===== src/sdsh_pkg.sv =====
`default_nettype none

package sdsh_pkg;

  localparam int unsigned SECTOR_BYTES   = 512;
  localparam int unsigned WAKE_BYTES     = 200;
  localparam int unsigned RESPONSE_POLLS = 128;

  localparam logic [1:0] MODE_INIT = 2'd0;
  localparam logic [1:0] MODE_READ = 2'd1;
  localparam logic [1:0] MODE_BYTE = 2'd2;
  localparam logic [1:0] MODE_TICK = 2'd3;

  localparam logic [2:0] ST_OK         = 3'd0;
  localparam logic [2:0] ST_NOT_IDLE   = 3'd1;
  localparam logic [2:0] ST_BLKLEN_REJ = 3'd2;
  localparam logic [2:0] ST_CRCOFF_REJ = 3'd3;
  localparam logic [2:0] ST_READ_FAIL  = 3'd4;

  localparam logic [5:0] CMD_GO_IDLE    = 6'd0;
  localparam logic [5:0] CMD_SEND_IF    = 6'd8;
  localparam logic [5:0] CMD_SET_BLKLEN = 6'd16;
  localparam logic [5:0] CMD_READ_BLOCK = 6'd17;
  localparam logic [5:0] CMD_APP_OP     = 6'd41;
  localparam logic [5:0] CMD_APP_CMD    = 6'd55;
  localparam logic [5:0] CMD_CRC_ON_OFF = 6'd59;

  localparam logic [7:0]  CMD_START    = 8'h40;
  localparam logic [7:0]  CRC_POLY     = 8'h09;
  localparam logic [7:0]  IDLE_BYTE    = 8'hFF;
  localparam logic [7:0]  DATA_TOKEN   = 8'hFE;
  localparam logic [7:0]  R1_IDLE      = 8'h01;
  localparam logic [7:0]  R1_READY     = 8'h00;
  localparam logic [31:0] ARG_IF_COND  = 32'h0000_01AA;
  localparam logic [31:0] ARG_HCS      = 32'h4000_0000;
  localparam logic [31:0] ARG_BLKLEN   = 32'd512;

  typedef struct packed {
    logic [1:0]  mode;
    logic [31:0] sector;
    logic [7:0]  rx_byte;
  } sdsh_in_t;

  typedef struct packed {
    logic       send_valid;
    logic [7:0] send_byte;
    logic       select_active;
    logic       fast_clock;
    logic       data_valid;
    logic [7:0] data_byte;
    logic       data_last;
    logic       done_res;
    logic [2:0] status;
  } sdsh_out_t;

  function automatic logic [7:0] crc7_step(logic [7:0] crc_in, logic [7:0] data_in);
    logic [7:0] crc;
    logic [7:0] dat;
    crc = crc_in;
    dat = data_in;
    for (int k = 0; k < 8; k++) begin
      crc = {crc[6:0], 1'b0};
      if (dat[7] ^ crc[7]) begin
        crc = crc ^ CRC_POLY;
      end
      dat = {dat[6:0], 1'b0};
    end
    return crc;
  endfunction

endpackage

`default_nettype wire


===== src/sdsh_out_reg.sv =====
`default_nettype none

module sdsh_out_reg
  import sdsh_pkg::*;
(
  input  wire logic      clk_i,
  input  wire logic      rst_ni,
  input  wire logic      load_i,
  input  wire sdsh_out_t res_i,
  output logic           free_o,
  output logic           out_valid_o,
  input  wire logic      out_ready_i,
  output sdsh_out_t      out_item_o
);

  logic      vld_q;
  logic      vld_d;
  sdsh_out_t item_q;

  assign free_o = !vld_q || out_ready_i;

  always_comb begin
    vld_d = vld_q;
    if (free_o) begin
      vld_d = load_i;
    end
  end

  always_ff @(posedge clk_i or negedge rst_ni) begin
    if (!rst_ni) begin
      vld_q <= 1'b0;
    end else begin
      vld_q <= vld_d;
    end
  end

  always_ff @(posedge clk_i) begin
    if (free_o && load_i) begin
      item_q <= res_i;
    end
  end

  assign out_valid_o = vld_q;
  assign out_item_o  = item_q;

endmodule

`default_nettype wire


===== src/sdsh_seq.sv =====
`default_nettype none

module sdsh_seq
  import sdsh_pkg::*;
(
  input  wire logic     clk_i,
  input  wire logic     rst_ni,
  input  wire logic     step_en_i,
  input  wire sdsh_in_t item_i,
  output logic          res_valid_o,
  output sdsh_out_t     res_o
);

  localparam logic [3:0] PH_IDLE       = 4'd0;
  localparam logic [3:0] PH_WAKE       = 4'd1;
  localparam logic [3:0] PH_CMD        = 4'd2;
  localparam logic [3:0] PH_POLL       = 4'd3;
  localparam logic [3:0] PH_WAIT       = 4'd4;
  localparam logic [3:0] PH_TOKEN      = 4'd5;
  localparam logic [3:0] PH_DATA       = 4'd6;
  localparam logic [3:0] PH_TRAIL_OK   = 4'd7;
  localparam logic [3:0] PH_TRAIL_FAIL = 4'd8;

  localparam logic [2:0] FRAME_CRC = 3'd6;

  logic [3:0]  phase_q, phase_d;
  logic [9:0]  byte_cnt_q, byte_cnt_d;
  logic [7:0]  poll_q, poll_d;
  logic [5:0]  cmd_idx_q, cmd_idx_d;
  logic [31:0] arg_q, arg_d;
  logic [2:0]  frame_q, frame_d;
  logic [7:0]  crc_q, crc_d;
  logic [7:0]  last_resp_q, last_resp_d;
  logic        speed_q, speed_d;
  logic        select_q, select_d;

  logic [10:0] byte_cnt_inc;
  logic [2:0]  frame_inc;
  logic [7:0]  frame_byte;
  logic [7:0]  rx;
  logic        do_ff;
  logic        do_finish;
  logic [2:0]  fin_status;
  logic        do_start;
  logic [5:0]  start_idx;
  logic [31:0] start_arg;
  logic        is_last;

  assign rx           = item_i.rx_byte;
  assign byte_cnt_inc = {1'b0, byte_cnt_q} + 11'd1;
  assign frame_inc    = frame_q + 3'd1;

  always_comb begin
    case (frame_inc)
      3'd1:    frame_byte = CMD_START | {2'b00, cmd_idx_q};
      3'd2:    frame_byte = arg_q[31:24];
      3'd3:    frame_byte = arg_q[23:16];
      3'd4:    frame_byte = arg_q[15:8];
      3'd5:    frame_byte = arg_q[7:0];
      3'd6:    frame_byte = {crc_q[6:0], 1'b1};
      default: frame_byte = IDLE_BYTE;
    endcase
  end

  always_comb begin
    phase_d     = phase_q;
    byte_cnt_d  = byte_cnt_q;
    poll_d      = poll_q;
    cmd_idx_d   = cmd_idx_q;
    arg_d       = arg_q;
    frame_d     = frame_q;
    crc_d       = crc_q;
    last_resp_d = last_resp_q;
    speed_d     = speed_q;
    select_d    = select_q;

    res_valid_o = 1'b0;
    res_o       = '0;
    do_ff       = 1'b0;
    do_finish   = 1'b0;
    fin_status  = ST_OK;
    do_start    = 1'b0;
    start_idx   = CMD_GO_IDLE;
    start_arg   = '0;
    is_last     = 1'b0;

    case (item_i.mode)
      MODE_INIT: begin
        speed_d     = 1'b0;
        select_d    = 1'b0;
        byte_cnt_d  = '0;
        last_resp_d = IDLE_BYTE;
        phase_d     = PH_WAKE;
        do_ff       = 1'b1;
      end
      MODE_READ: begin
        select_d  = 1'b1;
        do_start  = 1'b1;
        start_idx = CMD_READ_BLOCK;
        start_arg = item_i.sector;
      end
      MODE_BYTE: begin
        case (phase_q)
          PH_WAKE: begin
            byte_cnt_d = byte_cnt_inc[9:0];
            if (byte_cnt_inc >= 11'(WAKE_BYTES)) begin
              select_d  = 1'b1;
              do_start  = 1'b1;
              start_idx = CMD_GO_IDLE;
            end else begin
              do_ff = 1'b1;
            end
          end
          PH_CMD: begin
            if (frame_q < FRAME_CRC) begin
              frame_d     = frame_inc;
              crc_d       = crc7_step(crc_q, frame_byte);
              res_valid_o = 1'b1;
              res_o.send_valid = 1'b1;
              res_o.send_byte  = frame_byte;
            end else begin
              phase_d = PH_POLL;
              poll_d  = '0;
              do_ff   = 1'b1;
            end
          end
          PH_POLL: begin
            if (rx != IDLE_BYTE || poll_q >= 8'(RESPONSE_POLLS)) begin
              last_resp_d = rx;
              phase_d     = PH_WAIT;
              case (cmd_idx_q)
                CMD_GO_IDLE: begin
                  if (rx != R1_IDLE) begin
                    do_finish  = 1'b1;
                    fin_status = ST_NOT_IDLE;
                  end
                end
                CMD_SET_BLKLEN: begin
                  if (rx != R1_READY) begin
                    do_finish  = 1'b1;
                    fin_status = ST_BLKLEN_REJ;
                  end
                end
                CMD_CRC_ON_OFF: begin
                  if (rx != R1_READY) begin
                    do_finish  = 1'b1;
                    fin_status = ST_CRCOFF_REJ;
                  end
                end
                CMD_READ_BLOCK: begin
                  if (rx != R1_READY) begin
                    phase_d = PH_TRAIL_FAIL;
                    poll_d  = '0;
                  end else begin
                    phase_d = PH_TOKEN;
                  end
                  do_ff = 1'b1;
                end
                default: ;
              endcase
            end else begin
              poll_d = poll_q + 8'd1;
              do_ff  = 1'b1;
            end
          end
          PH_TOKEN: begin
            if (rx == DATA_TOKEN) begin
              phase_d    = PH_DATA;
              byte_cnt_d = '0;
            end else if (rx != IDLE_BYTE) begin
              phase_d = PH_TRAIL_FAIL;
              poll_d  = '0;
            end
            do_ff = 1'b1;
          end
          PH_DATA: begin
            is_last = byte_cnt_inc >= 11'(SECTOR_BYTES);
            if (is_last) begin
              phase_d = PH_TRAIL_OK;
              poll_d  = '0;
            end else begin
              byte_cnt_d = byte_cnt_inc[9:0];
            end
            res_valid_o      = 1'b1;
            res_o.send_valid = 1'b1;
            res_o.send_byte  = IDLE_BYTE;
            res_o.data_valid = 1'b1;
            res_o.data_byte  = rx;
            res_o.data_last  = is_last;
          end
          PH_TRAIL_OK, PH_TRAIL_FAIL: begin
            if (poll_q == '0) begin
              poll_d = 8'd1;
              do_ff  = 1'b1;
            end else begin
              select_d   = 1'b0;
              do_finish  = 1'b1;
              fin_status = (phase_q == PH_TRAIL_OK) ? ST_OK : ST_READ_FAIL;
            end
          end
          default: ;
        endcase
      end
      default: begin
        if (phase_q == PH_WAIT) begin
          case (cmd_idx_q)
            CMD_GO_IDLE: begin
              do_start  = 1'b1;
              start_idx = CMD_SEND_IF;
              start_arg = ARG_IF_COND;
            end
            CMD_SEND_IF, CMD_APP_OP: begin
              do_start = 1'b1;
              if (last_resp_q == R1_READY) begin
                start_idx = CMD_SET_BLKLEN;
                start_arg = ARG_BLKLEN;
              end else begin
                start_idx = CMD_APP_CMD;
              end
            end
            CMD_APP_CMD: begin
              do_start  = 1'b1;
              start_idx = CMD_APP_OP;
              start_arg = ARG_HCS;
            end
            CMD_SET_BLKLEN: begin
              do_start  = 1'b1;
              start_idx = CMD_CRC_ON_OFF;
            end
            CMD_CRC_ON_OFF: begin
              speed_d   = 1'b1;
              do_finish = 1'b1;
            end
            default: phase_d = PH_IDLE;
          endcase
        end
      end
    endcase

    if (do_start) begin
      cmd_idx_d = start_idx;
      arg_d     = start_arg;
      frame_d   = '0;
      crc_d     = '0;
      phase_d   = PH_CMD;
      do_ff     = 1'b1;
    end
    if (do_ff) begin
      res_valid_o      = 1'b1;
      res_o.send_valid = 1'b1;
      res_o.send_byte  = IDLE_BYTE;
    end
    if (do_finish) begin
      phase_d          = PH_IDLE;
      res_valid_o      = 1'b1;
      res_o.send_valid = 1'b0;
      res_o.send_byte  = IDLE_BYTE;
      res_o.done_res   = 1'b1;
      res_o.status     = fin_status;
    end
    res_o.select_active = select_d;
    res_o.fast_clock    = speed_d;
  end

  always_ff @(posedge clk_i or negedge rst_ni) begin
    if (!rst_ni) begin
      phase_q     <= PH_IDLE;
      byte_cnt_q  <= '0;
      poll_q      <= '0;
      cmd_idx_q   <= CMD_GO_IDLE;
      arg_q       <= '0;
      frame_q     <= '0;
      crc_q       <= '0;
      last_resp_q <= IDLE_BYTE;
      speed_q     <= 1'b0;
      select_q    <= 1'b0;
    end else if (step_en_i) begin
      phase_q     <= phase_d;
      byte_cnt_q  <= byte_cnt_d;
      poll_q      <= poll_d;
      cmd_idx_q   <= cmd_idx_d;
      arg_q       <= arg_d;
      frame_q     <= frame_d;
      crc_q       <= crc_d;
      last_resp_q <= last_resp_d;
      speed_q     <= speed_d;
      select_q    <= select_d;
    end
  end

  a_data_requests_next: assert property (@(posedge clk_i) disable iff (!rst_ni)
    res_valid_o && res_o.data_valid |-> res_o.send_valid && !res_o.done_res)
    else $error("data byte without next exchange");

  a_status_only_done: assert property (@(posedge clk_i) disable iff (!rst_ni)
    res_valid_o && !res_o.done_res |-> res_o.status == ST_OK)
    else $error("status without done");

  a_poll_bound: assert property (@(posedge clk_i) disable iff (!rst_ni)
    phase_q == PH_POLL |-> poll_q <= 8'(RESPONSE_POLLS))
    else $error("poll counter overran");

  a_frame_bound: assert property (@(posedge clk_i) disable iff (!rst_ni)
    frame_q <= FRAME_CRC)
    else $error("frame position overran");

  a_fast_on_done: assert property (@(posedge clk_i) disable iff (!rst_ni)
    $rose(speed_q) |-> $past(step_en_i && res_valid_o && res_o.done_res))
    else $error("fast clock without init done");

endmodule

`default_nettype wire


===== src/sd_card_spi_host_sequencer_top.sv =====
// An accepted item passes through the input register and then the result register to its result item.
// Throughput: one item per cycle; a result waiting in the output register stalls the input
// register only when the output side is not ready.
// Items that cause no result update the state and produce nothing.
// Reset (rst_ni low, asynchronous): idle, card deselected, slow clock, both registers empty.

`default_nettype none

module sd_card_spi_host_sequencer_top
  import sdsh_pkg::*;
(
  input  wire logic      clk_i,
  input  wire logic      rst_ni,
  input  wire logic      in_valid_i,
  output logic           in_ready_o,
  input  wire sdsh_in_t  in_item_i,
  output logic           out_valid_o,
  input  wire logic      out_ready_i,
  output sdsh_out_t      out_item_o
);

  logic      in_vld_q;
  logic      in_vld_d;
  sdsh_in_t  in_item_q;
  logic      out_free;
  logic      step_en;
  logic      res_valid;
  sdsh_out_t res;

  assign step_en    = in_vld_q && out_free;
  assign in_ready_o = !in_vld_q || out_free;

  always_comb begin
    in_vld_d = in_vld_q;
    if (in_ready_o) begin
      in_vld_d = in_valid_i;
    end
  end

  always_ff @(posedge clk_i or negedge rst_ni) begin
    if (!rst_ni) begin
      in_vld_q <= 1'b0;
    end else begin
      in_vld_q <= in_vld_d;
    end
  end

  always_ff @(posedge clk_i) begin
    if (in_ready_o && in_valid_i) begin
      in_item_q <= in_item_i;
    end
  end

  sdsh_seq u_seq (
    .clk_i       (clk_i),
    .rst_ni      (rst_ni),
    .step_en_i   (step_en),
    .item_i      (in_item_q),
    .res_valid_o (res_valid),
    .res_o       (res)
  );

  sdsh_out_reg u_out_reg (
    .clk_i       (clk_i),
    .rst_ni      (rst_ni),
    .load_i      (step_en && res_valid),
    .res_i       (res),
    .free_o      (out_free),
    .out_valid_o (out_valid_o),
    .out_ready_i (out_ready_i),
    .out_item_o  (out_item_o)
  );

endmodule

`default_nettype wire

===== config.mk =====
export PLATFORM = sky130hd
export DESIGN_NAME = sd_card_spi_host_sequencer_top
export DESIGN_NICKNAME = d
export VERILOG_FILES = /design/src/sdsh_pkg.sv /design/src/sdsh_out_reg.sv /design/src/sdsh_seq.sv /design/src/sd_card_spi_host_sequencer_top.sv
export SDC_FILE = /design/constraint.sdc
export NUM_CORES = 1
export LEC_CHECK = 0
export BUFFER_PORTS_ARGS = -buffer_cell sky130_fd_sc_hd__buf_2
export CAP_MARGIN = 20
export CELL_PAD_IN_SITES_DETAIL_PLACEMENT = 1
export CELL_PAD_IN_SITES_GLOBAL_PLACEMENT = 1
export CORE_MARGIN = 4
export CORE_UTILIZATION = 47
export DETAILED_ROUTE_END_ITERATION = 6
export PLACE_DENSITY = 0.86
export SYNTH_ARGS = -nofsm -noshare
export SYNTH_HDL_FRONTEND = slang
export SYNTH_SLANG_ARGS = --single-unit

===== constraint.sdc =====
create_clock -name clk_i -period 4.54 [get_ports clk_i]
set_clock_uncertainty 0.1 [all_clocks]
set_input_delay 0.681 -clock clk_i [delete_from_list [all_inputs] [get_ports clk_i]]
set_output_delay 0.681 -clock clk_i [all_outputs]
set_load 0.005 [all_outputs]

==> run metrics, run 1 <==
worst-skew pair later-pin latency between 0.4 and 0.5 ns; DR WL/cell 20.2 microns; status complete, no violations; first-pass GRT wire length ~33 mm; CTS clk-pin slew, worst paths about 0.060 ns; Yosys Warn Count 0; flops & latches, synth ~150; Avg Inst Size Synth 10.3 sq um; unrepaired setup endpoints after global routing no; Final setup violation count 0; pin count of the biggest net entering global routing 47; sequential fraction of the synthesis area 0.546; Root Driver clkbuf_16; total placed cells including tap cells 975; ratio of final minimum period to clock period 0.812; H-tree lvl count 4; Slew @ Worst Pin around 1.0 ns; TNS Setup 0 ns; Die Height 134 microns; Slew Viols, Final 0; commonest non-fill, non-tap cell in the layout nand2_1; Synth Flop Type dfrtp_1; endpoints failing hold 0; CP Class reg -> reg; total global routing overflow 0; Max Cap Viol 0; area grow syn2layout 15.4%; Setup crit start kind register; Peak Freq approximately 270 MHz; DRC viols 0; Post-Syn Instances between 700 and 800; fill count 1667; die area 18000 sq um; FFs w/ async S/R, synth 0.550; Crit Path Max Fanout 20; initial drt markers 406; Row Count 45; Hold Buf Count CTS 0; I/O pins between 70 and 80; Post-layout nets between 800 and 900; layout cells sized above 1 0.188; Leakage Power about 3.5 nW; via count between 5000 and 6000; hpwl dp 14.4 mm; initial antenna violation count 0; Routed Antenna Nets 0; critical path endpoint category register; most frequent cells in the layout 108 x nand2_1, 74 x dfrtp_1, 71 x buf_2; die width ~130 microns; pwr/cell area roughly 540 nW/um^2; synthesized area about 7500 sq um; ant diodes 0; CTS max path bufs 2; Sinks on Clock Net 149; Post-CTS Resized 0; GP Congestion just under 0.9; Num CTS Buffers 17; Initial Util 0.486; Worst EP required 4.55 ns; Worst Path Arrival about 3.7 ns; gr usage total 0.235; Peak supply drop roughly 0.30 mV; Avg Vias per Cell 5.80; Final min period 3.69 ns; PortBufs 72; count of cell types in the netlist 83; Rel. slew slack 0.299; syn_nets 783; Pre-Repair DR Iteration Count 5; vias in the first global route roughly 6300; final wirelength 20.3 mm; worst hold path type in -> async; CTS tree built; Post-CTS Setup Inserts 0; Post-synth EDFFs 67; Non-Filler Instances 1007; core area 15400 sq um
area by class of cell:
class	instances	area (sq um)	share of cell area
Sequential cell	149	4070	0.473
Multi-Input combinational cell	501	3090	0.358
Timing Repair Buffer	83	445	0.0517
Clock buffer	18	429	0.0498
Tap cell	211	264	0.0306
Clock inverter	14	201	0.0234
Inverter	31	116	0.0135
Yosys cell counts (all sizes together), types with 3 or more instances:
master | n | area share
dfstp | 8 | 0.028
o31ai | 7 | 0.0077
nand2b | 14 | 0.012
a221oi | 4 | 0.0047
o21ai | 78 | 0.052
o211ai | 5 | 0.0057
dfrtp | 74 | 0.25
xnor2 | 12 | 0.015
or4 | 5 | 0.0055
nand3b | 3 | 0.0030
nor3 | 14 | 0.010
or2 | 3 | 0.0028
buf | 15 | 0.012
and2 | 6 | 0.0050
a22oi | 6 | 0.0060
nand2 | 109 | 0.055
nor4 | 6 | 0.0070
a21oi | 29 | 0.020
ha | 12 | 0.020
o22ai | 8 | 0.0067
a311oi | 3 | 0.0052
a31oi | 10 | 0.0092
xor2 | 8 | 0.0094
nand4 | 9 | 0.0075
edfxtp | 67 | 0.27
mux2 | 10 | 0.018
mux2i | 5 | 0.0067
a21o | 10 | 0.010
nand3 | 12 | 0.0087
a211oi | 8 | 0.0080
clkbuf | 29 | 0.015
inv | 31 | 0.016
a222oi | 4 | 0.0054
nor2 | 44 | 0.022
and3 | 13 | 0.011
nor2b | 6 | 0.0050
or3 | 4 | 0.0034
routing by layer:
| layer | vias up | share of wire | track usage |
|---|---|---|---|
| met4 | 0 | 0.012 | 0.0617 |
| met5 | - | 0 | 0 |
| li1 | 2738 | - | - |
| met1 | 2917 | 0.45 | 0.315 |
| met2 | 161 | 0.49 | 0.385 |
| met3 | 20 | 0.052 | 0.0608 |
through the flow:
step / hold WS [ns] / util / power (W) / setup WS [ns] / area (sq um)
after floorplan: 0.285 / - / 0.00272 / 1.28 / 7470
after global placement: 0.352 / 0.519 / 0.00300 / 1.12 / 7990
after detailed placement: 0.361 / 0.519 / 0.00311 / 0.895 / 7990
after CTS: 0.169 / 0.561 / 0.00465 / 0.844 / 8620
after global routing: 0.201 / 0.561 / 0.00486 / 0.493 / 8620
final: 0.162 / 0.561 / 0.00463 / 0.854 / 8620
flip-flops by register name, indices dropped and copies added, names as in the netlist:
| signal | count |
|---|---|
| u_out_reg.out_item_o | 25 |
| u_seq.byte_cnt_q | 10 |
| u_seq.last_resp_q | 8 |
| u_seq.speed_q | 1 |
| in_vld_q | 1 |
| u_seq.phase_q | 4 |
| in_item_q | 42 |
| u_seq.frame_q | 3 |
| u_seq.select_q | 1 |
| u_seq.arg_q | 32 |
| u_out_reg.out_valid_o | 1 |
| u_seq.crc_q | 7 |
| u_seq.poll_q | 8 |
| u_seq.cmd_idx_q | 6 |
critical path, cell delays in order (launching register included):
cell and delay, ns:
dfrtp_1 0.46, ha_1 0.31, or4_1 0.54, a21o_1 0.20
a311oi_2 0.54, or2_1 0.34, or3b_1 0.22, o21a_1 0.29
buf_4 0.35
path summary, 6_finish.rpt:
path,startpoint,end,slack (ns),cells after the start
setup / recovery,u_seq.byte_cnt_q[0]$_DFFE_PN0P_,u_out_reg.out_item_o[21]$_SDFFCE_PP1P_,0.85,8
hold / removal,rst_ni,u_seq.byte_cnt_q[3]$_DFFE_PN0P_,0.16,1
setup reg to reg,u_seq.byte_cnt_q[0]$_DFFE_PN0P_,u_out_reg.out_item_o[21]$_SDFFCE_PP1P_,0.85,8
hold reg to reg,u_seq.speed_q$_DFFE_PN0P_,u_seq.speed_q$_DFFE_PN0P_,0.38,2
max in group asynchronous,rst_ni,u_seq.last_resp_q[0]$_DFFE_PN1P_,3.22,2
min in group clk_i,in_item_i[19],in_item_q[19]$_DFFE_PP_,0.31,1
power breakdown:
part           switching [W]  internal (W)
clock               0.000582      0.000928
sequential          0.000198       0.00165
combinational       0.000763      0.000509
total                0.00154       0.00308
kinds of logic after synthesis:
group / count (synthesis) / share of synthesized area
AND/OR/NAND/NOR: 262 / 0.176
AO/OA/AOI/OAI: 192 / 0.167
flip-flops: 149 / 0.546
buffers and inverters: 75 / 0.0426
XOR/XNOR: 20 / 0.0245
multiplexers: 15 / 0.0243
adder cells (fa/ha/maj): 12 / 0.0201
Note: power is estimated with default switching activity, not from simulation.
==> run 2: changes to the inputs <==
--- a/config.mk
+++ b/config.mk
@@ -10,9 +10,9 @@
 export CELL_PAD_IN_SITES_DETAIL_PLACEMENT = 1
 export CELL_PAD_IN_SITES_GLOBAL_PLACEMENT = 1
 export CORE_MARGIN = 4
-export CORE_UTILIZATION = 47
+export CORE_UTILIZATION = 42
 export DETAILED_ROUTE_END_ITERATION = 6
-export PLACE_DENSITY = 0.86
+export PLACE_DENSITY = 0.82
 export SYNTH_ARGS = -nofsm -noshare
 export SYNTH_HDL_FRONTEND = slang
 export SYNTH_SLANG_ARGS = --single-unit
==> constraint.sdc (replaced) <==
create_clock -name clk_i -period 3.2 [get_ports clk_i]
set_clock_uncertainty 0.1 [all_clocks]
set_input_delay 0.48 -clock clk_i [delete_from_list [all_inputs] [get_ports clk_i]]
set_output_delay 0.48 -clock clk_i [all_outputs]
set_load 0.005 [all_outputs]
==> run 2 against run 1 <==
Effect of this change: critical path depth up 1; worst setup slack worse by 0.67 ns; die area up 11%; sequential power up 40%; global-route usage down 2.2 points; sequential share of layout area down 0.81 points; wire length up 0.14%; worst hold slack worse by 0.046 ns; maximum frequency up 22%; combinational power up 48%; critical path type unchanged; largest power group unchanged.
==> run metrics, run 2 (synthesis gave the netlist of run 1 again) <==
status complete, no violations; Reg2Reg Setup Slack 0.19 ns (-0.67 ns); Routed Antenna Nets 0 (unchanged); worst hold path type in -> reg; clock power share 0.300 (-0.026); Initial Util 0.430 (-0.0556); Die Height 141 microns (+5.4%); CTS max path bufs 2 (unchanged); worst-skew pair later-pin latency 0.43 ns (about the same); PortBufs 72 (unchanged); Avg Vias per Cell 5.71 (-1.5%); Root Driver clkbuf_16; Slew @ Worst Pin 0.999 ns (-0.0468 ns); CTS tree built; pin count of the biggest net entering global routing 83 (+77%); commonest non-fill, non-tap cell in the layout nand2_1; fill count 1916 (+15%); Row Count 48 (+6.7%); Max Cap Viol 0 (unchanged); Hold WS 0.116 ns (-0.0460 ns); hold path depth 1; Peak supply drop 0.445 mV (+47%); Worst Path Arrival 3.10 ns (-0.59 ns); Sinks on Clock Net 149 (unchanged); R2R Path Start u_seq.byte_cnt_q[0]$_DFFE_PN0P_; Final setup violation count 0 (unchanged); crit path from u_seq.byte_cnt_q[0]$_DFFE_PN0P_; Post-CTS Setup Inserts 0 (unchanged); internal power 0.00413 W (+34%); final total power 0.00638 W (+38%); pwr/cell area 728 nW/um^2 (+36%); sequential power share 0.406 (+0.007); hpwl dp 14.7 mm (+1.8%); H-tree lvl count 4 (unchanged); met3 Usage GRT 0.0529 (-0.00785); total placed cells including tap cells 1005 (+3.1%); max FFs per register 42 (unchanged); die area 20000 sq um (+11%); initial antenna violation count 0 (unchanged); most frequent cells in the layout 108 x nand2_1, 74 x dfrtp_1, 71 x buf_2; total global routing overflow 0 (unchanged); Peak Freq 332 MHz (+22%); ratio of final minimum period to clock period 0.942 (+0.130); Final min period 3.01 ns (-0.672 ns); sw frac 0.352 (+0.0188); endpoints failing hold 0 (unchanged); first-pass GRT wire length 33.5 mm (+0.56%); area grow syn2layout 17.4%; critical path endpoint category register; die width 141 microns (+5.4%); core area 17400 sq um (+13%); final wirelength 20.4 mm (+0.14%); Finished Cell Area 8770 sq um (+1.7%); gr usage total 0.213 (-0.0219); layout cells sized above 1 0.213 (+0.0241); hold_sp in_item_i[37]; Rel. slew slack 0.334 (+0.0354); CP Class reg -> reg; R2R depth 9 (+1); Post-layout nets 859 (+2.1%); Post-DP Area 8150 sq um (+2.1%); CTS clk-pin slew, worst paths 0.07 ns (about the same); Pre-Repair DR Iteration Count 5 (unchanged); I/O pins 73 (unchanged); Crit Reg-Reg Endpoint u_out_reg.out_item_o[9]$_SDFFCE_PN0P_; via count 5930 (+1.6%); Final Core Density 0.505 (-0.0555); met1 Use GR 0.292 (-0.0223); ant diodes 0 (unchanged); Comb power frac 0.294 (+0.019); GP Congestion 0.902 (+1.4%); vias in the first global route 6276 (-0.13%); DRC viols 0 (unchanged); Slew Viols, Final 0 (unchanged); initial drt markers 519 (+28%); Non-Filler Instances 1039 (+3.2%); Reg with most FFs in_item_q; gr busiest metal met2; DR WL/cell 19.6 microns (-2.9%); Net Switching 0.00225 W (+46%); Leakage Power 3.60 nW (+2.2%); Crit Path Max Fanout 19 (-5.0%); Setup crit start kind register; Num CTS Buffers 17 (unchanged); GR Util met2 0.337 (-0.0483); WHS Endpoint in_item_q[37]$_DFFE_PP_; Worst EP required 3.29 ns (-1.26 ns)
run 2: changes by cell type in the layout (fill, tap and decap cells not counted), sizes merged:
cell / change
clkinvlp: -1
clkbuf: -1
clkinv: +1
buf: +17
dlygate4sd3: +1
inv: +5
bufinv: -4
run 2: worst max-delay path by stage:
stage / slack (ns) / endpoint
floorplan: 0.15 / u_out_reg.out_item_o[0]$_SDFFCE_PN0P_
global placement: 0.24 / u_out_reg.out_item_o[17]$_SDFFCE_PP1P_
detailed placement: 0.06 / u_out_reg.out_item_o[18]$_SDFFCE_PP1P_
CTS: 0.00003 / u_out_reg.out_item_o[10]$_SDFFCE_PN0P_
global route: -0.0007 / u_out_reg.out_item_o[10]$_SDFFCE_PN0P_
finish: 0.19 / u_out_reg.out_item_o[9]$_SDFFCE_PN0P_
run 2: cell type report:
cell class | instances | area (sq um) | share of cell area
Sequential cell | 149 | 4070 | 0.465
Multi-Input combinational cell | 501 | 3100 | 0.354
Timing Repair Buffer | 101 | 628 | 0.0717
Clock buffer | 17 | 425 | 0.0485
Tap cell | 225 | 282 | 0.0321
Clock inverter | 15 | 138 | 0.0157
Inverter | 31 | 116 | 0.0133
run 2: critical path: stages (launching register included):
cell	delay [ns]
dfrtp_1	0.46
ha_2	0.27
nand4_1	0.14
nor2_2	0.22
mux2i_2	0.29
a311oi_2	0.14
or2_1	0.26
or3b_1	0.42
o21a_2	0.29
buf_12	0.18
run 2: routing by layer:
metal	vias up	wire length (microns)
li1	2773	-
met1	2944	9140
met2	185	9730
met3	28	1180
met4	0	318
met5	-	0
run 2: power by group through the flow:
stage,logic [W],registers (W),clock network (W)
after floorplan,0.00134,0.00251,0
after global placement,0.00170,0.00259,0
after detailed placement,0.00183,0.00262,0
after CTS,0.00188,0.00258,0.00195
after global routing,0.00207,0.00262,0.00206
final,0.00188,0.00259,0.00191
run 2: through the flow:
step	setup WS (ns)	setup TNS [ns]
2_1_floorplan	0.153	0
3_3_place_gp	0.243	0
3_5_place_dp	0.0559	0
4_1_cts	0.0000344	0
5_1_grt	-0.000714	-0.00315
6_report	0.186	0
run 2: timing repair:
item | 4_1_cts | 5_1_grt
hold buffers | 0 | 1
endpoints found under the setup margin | 0 | 26
gates resized for setup | 0 | 5
endpoints found under the hold margin | 0 | 13
==> run 3: changes to the inputs <==
--- a/config.mk
+++ b/config.mk
@@ -12,7 +12,9 @@
 export CORE_MARGIN = 4
 export CORE_UTILIZATION = 42
 export DETAILED_ROUTE_END_ITERATION = 6
+export GPL_TIMING_DRIVEN = 0
 export PLACE_DENSITY = 0.82
+export SETUP_SLACK_MARGIN = 0.02
 export SYNTH_ARGS = -nofsm -noshare
 export SYNTH_HDL_FRONTEND = slang
 export SYNTH_SLANG_ARGS = --single-unit
==> run 3 against run 2 <==
Effect of this change: flip-flop and latch count did not move; utilization increased by 0.90 points; critical path depth is the same; sequential power is essentially flat; worst setup slack worse by 0.029 ns.
==> run metrics, run 3 (synthesis gave the netlist of run 1 again) <==
ant diodes 0 (unchanged); Reg with most FFs in_item_q; Leakage Power 3.64 nW (+1.1%); Avg Vias per Cell 5.74 (+0.66%); PortBufs 72 (unchanged); Final min period 3.04 ns (+0.0286 ns); total global routing overflow 0 (unchanged); Root Driver clkbuf_16; pwr/cell area 740 nW/um^2 (+1.7%); met1 Use GR 0.311 (+0.0187); met3 Usage GRT 0.0418 (-0.0111); pin count of the biggest net entering global routing 50 (-40%); Num CTS Buffers 17 (unchanged); Rel. slew slack 0.499 (+0.165); Sinks on Clock Net 149 (unchanged); Max Cap Viol 0 (unchanged); unrepaired setup endpoints after global routing no; CTS clk-pin slew, worst paths 0.07 ns (about the same); die width 141 microns (unchanged); final wirelength 21.6 mm (+6.2%); max FFs per register 42 (unchanged); area grow syn2layout 19.5%; hpwl dp 14.8 mm (+0.90%); Routed Antenna Nets 0 (unchanged); layout cells sized above 1 0.210 (-0.00207); DR WL/cell 20.3 microns (+3.5%); worst hold path type in -> reg; Slew Viols, Final 0 (unchanged); CTS tree built; Slew @ Worst Pin 0.742 ns (-0.257 ns); crit-path cells ha_4 > nand4_1 > nor2_2 > mux2i_2 > a311oi_2 > or2_1 > buf_6 > or3b_4 > o21a_4; I/O pins 73 (unchanged); core area 17400 sq um (unchanged); Pre-Repair DR Iteration Count 5 (unchanged); gr busiest metal met2; Peak Freq 329 MHz (-0.94%); final total power 0.00661 W (+3.6%); Final setup violation count 0 (unchanged); critical path endpoint category register; Slowest cell on crit path or3b_4; Worst EP required 3.27 ns (-0.02 ns); most frequent cells in the layout 108 x nand2_1, 81 x buf_2, 72 x dfrtp_1; initial antenna violation count 0 (unchanged); Peak supply drop 0.386 mV (-13%); Worst Path Arrival 3.11 ns (about the same); first-pass GRT wire length 34.8 mm (+3.8%); Initial Util 0.430 (unchanged); die area 20000 sq um (unchanged); vias in the first global route 6446 (+2.7%); ratio of final minimum period to clock period 0.951 (+0.00895); CP Class reg -> reg; GP Congestion 0.865 (-4.0%); DRC viols 0 (unchanged); CP peak stage delay 0.47 ns (about the same); endpoints failing hold 0 (unchanged); initial drt markers 483 (-6.9%); post-place setup slack -0.547 ns (-0.603 ns); status complete, no violations; H-tree lvl count 4 (unchanged); via count 6124 (+3.3%); Die Height 141 microns (unchanged); gr usage total 0.222 (+0.00838); commonest non-fill, non-tap cell in the layout nand2_1; Post-layout nets 886 (+3.1%); Setup crit start kind register; post-route setup slack 0.157 ns (-0.0286 ns); worst-skew pair later-pin latency 0.43 ns (about the same); Row Count 48 (unchanged); CTS max path bufs 2 (unchanged); Crit Path Max Fanout 13 (-6); GR Util met2 0.352 (+0.0150)
[run 3: changes by cell type in the layout (fill, tap and decap cells not counted), sizes merged]
cell and delta:
buf -4, clkbuf +30, o21a +2, bufinv +1, clkinvlp -2
[run 3: power breakdown]
group	leakage (nW)	switching (W)	total (W)	internal, W
Sequential	1.73	0.000237	0.00257	0.00234
Combinational	1.61	0.00121	0.00200	0.000784
Clock	0.292	0.000924	0.00204	0.00111
[run 3: routing by layer]
metal	vias to the layer above	share of wire
li1	2839	-
met4	0	0.014
met3	25	0.057
met2	180	0.47
met1	3080	0.46
met5	-	0
[run 3: path summary, 6_finish.rpt]
check	start	endpoint	depth (start not counted)	slack (ns)
max in group asynchronous	rst_ni	u_seq.arg_q[22]$_DFFE_PN0P_	3	1.94
max reg2reg	u_seq.byte_cnt_q[1]$_DFFE_PN0P_	u_out_reg.out_item_o[8]$_SDFFCE_PN0P_	9	0.16
min	in_item_i[18]	in_item_q[18]$_DFFE_PP_	1	0.12
max	u_seq.byte_cnt_q[1]$_DFFE_PN0P_	u_out_reg.out_item_o[8]$_SDFFCE_PN0P_	9	0.16
min reg2reg	u_seq.speed_q$_DFFE_PN0P_	u_seq.speed_q$_DFFE_PN0P_	2	0.39
min in group asynchronous	rst_ni	u_seq.byte_cnt_q[2]$_DFFE_PN0P_	2	0.44
[run 3: metrics by stage]
stage / cell area [sq um] / TNS (ns) / hold slack, ns / cells / utilization
finish: 8920 / 0 / 0.117 / 1066 / 0.514
global route: 8920 / 0 / 0.102 / 1066 / 0.514
CTS: 8840 / 0 / 0.106 / 1064 / 0.509
detailed placement: 8170 / -15.10 / 0.357 / 1025 / 0.471
floorplan: 7470 / 0 / 0.0844 / 725 / -
global placement: 8110 / -11.51 / 0.359 / 1022 / 0.467
[run 3: repair_timing]
item | 4_1_cts | 5_1_grt
hold buffers | 1 | 0
cloned | 2 | 0
pin swaps | 3 | 2
resized for setup | 7 | 14
endpoints found under the setup margin | 39 | 39
buffers inserted | 4 | 1
endpoints found under the hold margin | 25 | 0
[run 3: layout make-up]
class	instances	area, sq um
timing repair buffer	82	468
clock inverter	14	160
fill	1952	8430
sequential	149	4080
multi-input combinational	503	3190
tap	225	282
buffer	44	203
clock buffer	18	429
inverter	31	116
[run 3: critical path, delay by kind of cell (launching register included)]
kind                     cells  cell delay, ns
AO/OA/AOI/OAI                2            0.46
buffers and inverters        1            0.14
flip-flops                   1            0.44
multiplexers                 1            0.30
AND/OR/NAND/NOR              4            1.15
adder cells (fa/ha/maj)      1            0.19
